### config.mk
export PLATFORM = sky130hd
export DESIGN_NAME = message_ring_with_front_insert
export DESIGN_NICKNAME = d
export VERILOG_FILES = /design/src/hw/rtl/mrfi_pkg.sv /design/src/hw/rtl/mrfi_store.sv /design/src/hw/rtl/message_ring_with_front_insert.sv
export SDC_FILE = /design/constraint.sdc
export NUM_CORES = 1
export LEC_CHECK = 0
export BUFFER_PORTS_ARGS = -buffer_cell sky130_fd_sc_hd__buf_2
export CAP_MARGIN = 40
export CORE_MARGIN = 2
export CORE_UTILIZATION = 55
export DETAILED_ROUTE_END_ITERATION = 16
export MAX_ROUTING_LAYER = met4
export PLACE_DENSITY = 0.81
export SETUP_SLACK_MARGIN = 0.15
export SYNTH_ARGS = -nofsm -noshare
export SYNTH_HDL_FRONTEND = slang
export SYNTH_HIERARCHICAL = 1
export SYNTH_SLANG_ARGS = --single-unit
### constraint.sdc
create_clock -name clock -period 5.88 [get_ports clock]
set_clock_uncertainty 0.15 [all_clocks]
set_input_delay 0.294 -clock clock [delete_from_list [all_inputs] [get_ports clock]]
set_output_delay 0.294 -clock clock [all_outputs]
set_load 0.05 [all_outputs]
### src/hw/rtl/mrfi_pkg.sv
// Shared operation and status codes for the message ring with front insert.
`default_nettype none
package mrfi_pkg;

   typedef enum logic [1:0] {
      OP_PUSH_BACK  = 2'd0,
      OP_PUSH_FRONT = 2'd1,
      OP_POP        = 2'd2,
      OP_FLUSH      = 2'd3
   } op_type;

   typedef enum logic [1:0] {
      ST_OK    = 2'd0,
      ST_EMPTY = 2'd1,
      ST_FULL  = 2'd2
   } status_type;

endpackage
`default_nettype wire

### src/hw/rtl/mrfi_store.sv
// Message store: single write port, single read port with registered read data.
`default_nettype none
module mrfi_store #(
   parameter int DEPTH = 16,
   parameter int WIDTH = 32
) (
   input  wire logic                     clock,
   input  wire logic                     wr_en,
   input  wire logic [$clog2(DEPTH)-1:0] wr_addr,
   input  wire logic [WIDTH-1:0]         wr_data,
   input  wire logic                     rd_en,
   input  wire logic [$clog2(DEPTH)-1:0] rd_addr,
   output logic      [WIDTH-1:0]         rd_data
);

   logic [WIDTH-1:0] mem_ff [DEPTH];
   logic [WIDTH-1:0] rd_data_ff;

   always_ff @(posedge clock) begin
      if (wr_en) begin
         mem_ff[wr_addr] <= wr_data;
      end
   end

   always_ff @(posedge clock) begin
      if (rd_en) begin
         rd_data_ff <= mem_ff[rd_addr];
      end
   end

   assign rd_data = rd_data_ff;

endmodule
`default_nettype wire

### src/hw/rtl/message_ring_with_front_insert.sv
// Top level of the message ring with front insert.
// The block takes one operation per clock cycle unless req_stall is high: push back,
// push front, pop or flush. Each transaction gives exactly one result, through the result
// stage and then the output register; the pop data comes from the registered read of the
// message store, and the result stage plus the output register hold up to two finished
// results, so a stalled result side blocks the request side only once both are occupied.
// Indices and the count update in the cycle of acceptance, so back-to-back operations see
// each other without forwarding. The capacity register (values 0 and above DEPTH act as 1
// and DEPTH) is to be written by the user only while no transaction is in flight; the block
// itself does not enforce this. The store needs no clearing pass after reset.
`default_nettype none
module message_ring_with_front_insert
   import mrfi_pkg::*;
#(
   parameter int DEPTH     = 16,
   parameter int MSG_WIDTH = 32
) (
   input  wire logic                         clock,
   input  wire logic                         reset,
   input  wire logic                         req_valid,
   output logic                              req_stall,
   input  wire logic [1:0]                   req_operation,
   input  wire logic [MSG_WIDTH-1:0]         req_message_in,
   output logic                              rsp_valid,
   input  wire logic                         rsp_stall,
   output logic      [1:0]                   rsp_status,
   output logic      [MSG_WIDTH-1:0]         rsp_message_out,
   output logic      [$clog2(DEPTH+1)-1:0]   rsp_stored_count,
   input  wire logic                         csr_valid,
   output logic                              csr_ready,
   input  wire logic [$clog2(DEPTH+1)-1:0]   csr_data
);

   localparam int IdxW = $clog2(DEPTH);
   localparam int CntW = $clog2(DEPTH + 1);

   logic [CntW-1:0] capacity_ff;
   logic [CntW-1:0] cap;

   logic [IdxW-1:0] rd_idx_ff, rd_idx_in;
   logic [IdxW-1:0] wr_idx_ff, wr_idx_in;
   logic [CntW-1:0] count_ff, count_in;

   logic            s1_valid_ff, s1_valid_in;
   status_type      s1_status_ff, s1_status_in;
   logic            s1_pop_ok_ff, s1_pop_ok_in;
   logic [CntW-1:0] s1_count_ff, s1_count_in;

   logic                 rsp_valid_ff;
   status_type           rsp_status_ff;
   logic [MSG_WIDTH-1:0] rsp_message_ff;
   logic [CntW-1:0]      rsp_count_ff;

   logic                 req_accept;
   logic                 rsp_free;
   logic                 s1_advance;
   op_type               op;
   logic                 mem_wr_en;
   logic [IdxW-1:0]      mem_wr_addr;
   logic                 mem_rd_en;
   logic [MSG_WIDTH-1:0] mem_rd_data;

   assign csr_ready = 1'b1;

   always_ff @(posedge clock) begin
      if (reset) begin
         capacity_ff <= CntW'(DEPTH);
      end else if (csr_valid && csr_ready) begin
         capacity_ff <= csr_data;
      end
   end

   always_comb begin
      if (capacity_ff == '0) begin
         cap = CntW'(1);
      end else if (capacity_ff > CntW'(DEPTH)) begin
         cap = CntW'(DEPTH);
      end else begin
         cap = capacity_ff;
      end
   end

   assign rsp_free   = !rsp_valid_ff || !rsp_stall;
   assign s1_advance = s1_valid_ff && rsp_free;
   assign req_stall  = s1_valid_ff && !rsp_free;
   assign req_accept = req_valid && !req_stall;
   assign op         = op_type'(req_operation);

   always_comb begin
      rd_idx_in    = rd_idx_ff;
      wr_idx_in    = wr_idx_ff;
      count_in     = count_ff;
      s1_status_in = ST_OK;
      s1_pop_ok_in = 1'b0;
      mem_wr_en    = 1'b0;
      mem_wr_addr  = wr_idx_ff;
      mem_rd_en    = 1'b0;
      if (req_accept) begin
         unique case (op)
            OP_PUSH_BACK: begin
               if (count_ff >= cap) begin
                  s1_status_in = ST_FULL;
               end else begin
                  mem_wr_en = 1'b1;
                  if ((CntW'(wr_idx_ff) + CntW'(1)) >= cap) begin
                     wr_idx_in = '0;
                  end else begin
                     wr_idx_in = wr_idx_ff + IdxW'(1);
                  end
                  count_in = count_ff + CntW'(1);
               end
            end
            OP_PUSH_FRONT: begin
               if (count_ff >= cap) begin
                  s1_status_in = ST_FULL;
               end else begin
                  mem_wr_en = 1'b1;
                  if (rd_idx_ff == '0) begin
                     rd_idx_in = IdxW'(cap - CntW'(1));
                  end else begin
                     rd_idx_in = rd_idx_ff - IdxW'(1);
                  end
                  mem_wr_addr = rd_idx_in;
                  count_in    = count_ff + CntW'(1);
               end
            end
            OP_POP: begin
               if (count_ff == '0) begin
                  s1_status_in = ST_EMPTY;
               end else begin
                  mem_rd_en    = 1'b1;
                  s1_pop_ok_in = 1'b1;
                  if ((CntW'(rd_idx_ff) + CntW'(1)) >= cap) begin
                     rd_idx_in = '0;
                  end else begin
                     rd_idx_in = rd_idx_ff + IdxW'(1);
                  end
                  count_in = count_ff - CntW'(1);
               end
            end
            OP_FLUSH: begin
               rd_idx_in = '0;
               wr_idx_in = '0;
               count_in  = '0;
            end
            default: begin
               count_in = count_ff;
            end
         endcase
      end
      s1_count_in = count_in;
      s1_valid_in = req_accept || (s1_valid_ff && !s1_advance);
   end

   mrfi_store #(
      .DEPTH (DEPTH),
      .WIDTH (MSG_WIDTH)
   ) u_store (
      .clock   (clock),
      .wr_en   (mem_wr_en),
      .wr_addr (mem_wr_addr),
      .wr_data (req_message_in),
      .rd_en   (mem_rd_en),
      .rd_addr (rd_idx_ff),
      .rd_data (mem_rd_data)
   );

   always_ff @(posedge clock) begin
      if (reset) begin
         rd_idx_ff    <= '0;
         wr_idx_ff    <= '0;
         count_ff     <= '0;
         s1_valid_ff  <= 1'b0;
         rsp_valid_ff <= 1'b0;
      end else begin
         rd_idx_ff   <= rd_idx_in;
         wr_idx_ff   <= wr_idx_in;
         count_ff    <= count_in;
         s1_valid_ff <= s1_valid_in;
         if (rsp_free) begin
            rsp_valid_ff <= s1_valid_ff;
         end
      end
   end

   always_ff @(posedge clock) begin
      if (req_accept) begin
         s1_status_ff <= s1_status_in;
         s1_pop_ok_ff <= s1_pop_ok_in;
         s1_count_ff  <= s1_count_in;
      end
      if (s1_advance) begin
         rsp_status_ff  <= s1_status_ff;
         rsp_message_ff <= s1_pop_ok_ff ? mem_rd_data : '0;
         rsp_count_ff   <= s1_count_ff;
      end
   end

   assign rsp_valid        = rsp_valid_ff;
   assign rsp_status       = rsp_status_ff;
   assign rsp_message_out  = rsp_message_ff;
   assign rsp_stored_count = rsp_count_ff;

`ifndef ASSERT_OFF
   a_count_bound: assert property (@(posedge clock) disable iff (reset)
      count_ff <= CntW'(DEPTH))
      else $error("held count above depth");

   a_flush_clears: assert property (@(posedge clock) disable iff (reset)
      (req_accept && op == OP_FLUSH) |=> (count_ff == '0 && rd_idx_ff == '0
                                          && wr_idx_ff == '0))
      else $error("flush did not clear indices and count");

   a_refused_no_data: assert property (@(posedge clock) disable iff (reset)
      (rsp_valid_ff && rsp_status_ff != ST_OK) |-> (rsp_message_ff == '0))
      else $error("refused operation carries message data");

   a_s1_held: assert property (@(posedge clock) disable iff (reset)
      (s1_valid_ff && !s1_advance) |=> (s1_valid_ff && $stable(s1_count_ff)))
      else $error("result stage lost a held transaction");

   a_pop_count: assert property (@(posedge clock) disable iff (reset)
      (req_accept && op == OP_POP && count_ff != '0) |=>
         (count_ff == $past(count_ff) - CntW'(1)))
      else $error("pop did not decrement count");
`endif

endmodule
`default_nettype wire

==> metrics.yaml <==
status:
  status: "complete, no violations"
setup_path:
  critPathLaunchType: "flop"
  r2r-start: "capacity_ff[1]"
  crit_fanout: 17
  worstPathArrival_ns: 5.13
  reg2reg_to: "u_store/mem_ff[11][12]"
  cp-end-kind: "flop"
  worst-path-buf-inv: 1
  cpPeakStageDelay_ns: 0.67
  cp.required_ns: 6.02
  crit_family: "compound AO/OA/AOI/OAI gates"
  critical_path_class: "reg2reg"
  rrSetupSlack_ns: 0.89
  reg2regPathDepth: 11
  cpMostUsedCell: "a21oi_1"
  cp_cell_sequence: "or3_1 -> a21oi_1 -> ha_1 -> nor2b_1 -> o21ai_0 -> a21boi_1 -> a31oi_1 -> a21oi_1 -> nand2_1 -> nor2_4 -> buf_4"
  crit_slowest_cell: "a21oi_1"
timing:
  fmax_mhz: 200
  slew_viol_final: 0
  min_period_ns: 4.99
  worstMarginPinSlew_ns: 0.859
  finalSetupViolCount: 0
  relSlewSlack_pct: 42.7
  hold_viol: 0
  fin_crit_sh_pct: 84.9
  rsz0062_at_grt: "no"
  finalSetupTns_ns: 0
logic_synthesis:
  synthTopCellsByArea: "edfxtp_1 (75%), mux4_2 (12%), a22oi_1 (2.1%)"
  ys_warn_count: 6
  avgSynthCellArea_um2: 20.6
  netlist_area_mm2: 0.0236
  synth_flop_cell: "edfxtp_1"
  yosysTopAreaCell: "edfxtp_1"
  syn_inst: 1148
  ys_seq_area_share_pct: 76.9
  syn_nets: 1211
  synth_cell_types: 68
  synth-edff-count: 591
  synth.top_cell.area_share_pct: 75.2
  synth_seq_cells: 611
  async_reset_ff_share_pct: 0
clocking:
  insertion_delay_ns: 0.61
  htreeDepth: 2
  cts_sinks: 611
  numCtsBuffers: 56
  ctsResizeCount: 0
  clockBufferDepth: 3
  clkTransAtPathRegs_ns: 0.06
  cts_tree: "built"
  cts-root-buf: "clkbuf_16"
route:
  wire_per_inst_um: 27.4
  dr.pass1.iters: 6
  vias: 12070
  routed_via_density: 6.34
  drcViolationCount: 0
  drt-initial-drc-count: 1372
  ant_nets: 0
  wl_mm: 52.2
die:
  die_area_mm2: 0.0446
  die_w_um: 211
  rows: 75
  pin_count: 86
  core_mm2: 0.0421
  start_util_pct: 56.0
  die_y_um: 211
final_layout:
  drive_above_1_share_pct: 26.9
  multiInputGateArea_mm2: 0.00530
  layout.nets: 1386
  seq_area_mm2: 0.0182
  num-fill-cells: 2687
  areaGrowthSynthToFinish_pct: 15.7
  diodes: 0
min_path:
  whs_endpoint: "s1_status_ff[0]"
  min_path_type: "in2reg"
  min_from: "req_operation[0]"
  hold_path_depth: 3
pwr:
  seqPwrFrac_pct: 51.9
  pwr_density_cell_mw_per_mm2: 345
  netSwitchingPower_mw: 2.13
  p_int_mw: 7.29
  switching_share_pct: 22.6
  finalPower_mw: 9.42
  peakVddDrop_v: 0.000241
  power_frac_comb_pct: 9.9
  p_leak_nw: 8.86
  clkPwrFrac_pct: 38.2
flow_run:
  drv_cap: 0
place:
  gp_congestion: 0.843
  dp_hpwl_mm: 28.6
  buffer_ports.inserted: 84
global_routing:
  antenna_found_initial: 0
  grt_max_degree: 58
  grt_pass1_vias: 12327
  grt_pass1_wl_mm: 78.6
  grt_usage_pct: 25.0
  grt_overflow: 0
[through the flow]
stage / std cells / cell area [um2] / hold slack, ns / worst slack, ns / util (%)
floorplan: 1148 / 23600 / 0.212 / 0.411 / -
global placement: 1747 / 24900 / 0.254 / 1.13 / 59.0
detailed placement: 1751 / 25000 / 0.257 / 1.03 / 59.3
CTS: 1905 / 27300 / 0.128 / 0.891 / 64.8
global route: 1905 / 27300 / 0.175 / 0.655 / 64.8
finish: 1905 / 27300 / 0.177 / 0.890 / 64.8
[flip-flops by register name, indices dropped and copies added, names as in the netlist]
| register | count |
|---|---|
| count_ff | 5 |
| s1_count_ff | 5 |
| rsp_status | 2 |
| u_store/rd_data | 32 |
| rsp_stored_count | 5 |
| rsp_valid | 1 |
| rd_idx_ff | 4 |
| rsp_message_out | 32 |
| u_store/mem_ff | 512 |
| s1_status_ff | 2 |
| s1_pop_ok_ff | 1 |
| s1_valid_ff | 1 |
| wr_idx_ff | 4 |
| capacity_ff | 5 |
[layout make-up]
| class | count | share of cell area (%) |
|---|---|---|
| clock inverters | 32 | 1.22 |
| repair buffers | 170 | 4.82 |
| multi-input cells | 467 | 19.4 |
| flip-flops and latches | 611 | 66.5 |
| clock buffers | 69 | 5.39 |
| well taps | 539 | 2.47 |
| inverters | 17 | 0.234 |
[routing by layer]
layer  routed length, um  global-route usage, %
met1               20300                   33.5
met5                   0                      -
met3                3910                   3.57
met4                1400                   7.19
met2               26600                   40.8
[cells by family (layout without fill, tap and decap cells)]
kind of cell | count (synthesis) | after routing | share of synthesized area, %
DFF | 611 | 611 | 76.9
and+or+nand+nor | 174 | 174 | 3.90
muxes | 141 | 141 | 12.8
AOI/OAI and AO/OA | 127 | 127 | 3.88
buffers and inverters | 70 | 288 | 1.34
adders and majority gates | 19 | 19 | 1.01
xor gates and xnor gates | 5 | 5 | 0.186
other | 1 | 1 | 0.0159
[worst min-delay path, cell delays in order]
cell,delay [ns]
buf_2,0.19
nand2b_1,0.22
nor2_1,0.11
[power groups by stage]
stage	Combinational (mW)	Sequential [mW]	Clock, mW
after floorplan	0.553	5.02	0
after global placement	0.855	4.98	0
after detailed placement	0.890	4.98	0
after CTS	0.937	4.89	3.65
after global routing	1.00	4.90	3.80
final	0.934	4.89	3.59
[cell usage after synthesis, drive strengths merged, types with 9 or more instances]
| cell type | n |
|---|---|
| nand2b | 9 |
| a22oi | 65 |
| nor3 | 13 |
| inv | 17 |
| dfxtp | 20 |
| nand2 | 46 |
| a21oi | 20 |
| nor2 | 33 |
| nand3 | 10 |
| clkbuf | 24 |
| mux4 | 128 |
| edfxtp | 591 |
| buf | 28 |
| and2 | 35 |
| ha | 19 |
[cells in the final DEF (no fill, tap or decap), types with 6 or more instances in the layout]
cell type | Yosys | layout
a21oi_1 | 20 | 20
a22oi_1 | 65 | 65
and2_1 | 35 | 35
buf_2 | 8 | 84
buf_4 | 10 | 26
bufinv_16 | 0 | 6
clkbuf_1 | 24 | 12
clkbuf_16 | 0 | 57
clkinv_1 | 0 | 12
clkinv_2 | 0 | 9
dfxtp_1 | 20 | 18
dlygate4sd3_1 | 0 | 53
edfxtp_1 | 591 | 591
ha_1 | 19 | 19
inv_1 | 16 | 16
mux2_2 | 6 | 6
mux2i_1 | 7 | 7
mux4_2 | 128 | 128
nand2_1 | 45 | 45
nand2b_1 | 9 | 9
nand3_1 | 9 | 9
nor2_1 | 32 | 18
nor2_4 | 0 | 14
nor3_1 | 11 | 7
o21ai_0 | 6 | 6
[what timing repair did]
action                    in CTS  in global routing
hold buffers                  53                  0
setup buffers                  0                  0
hold endpoints to repair     523                  0
[how the worst max path moves through the flow]
stage | from | to | slack, ns | cells past startpoint
floorplan | capacity_ff[1] | u_store/mem_ff[4][0] | 0.41 | 10
finish | capacity_ff[1] | u_store/mem_ff[11][12] | 0.89 | 11
global route | capacity_ff[1] | u_store/mem_ff[11][12] | 0.66 | 11
global placement | capacity_ff[1] | u_store/mem_ff[11][13] | 1.13 | 11
detailed placement | capacity_ff[1] | u_store/mem_ff[15][14] | 1.03 | 11
CTS | capacity_ff[1] | u_store/mem_ff[15][17] | 0.89 | 11
Note: power is estimated with default switching activity, not from simulation.
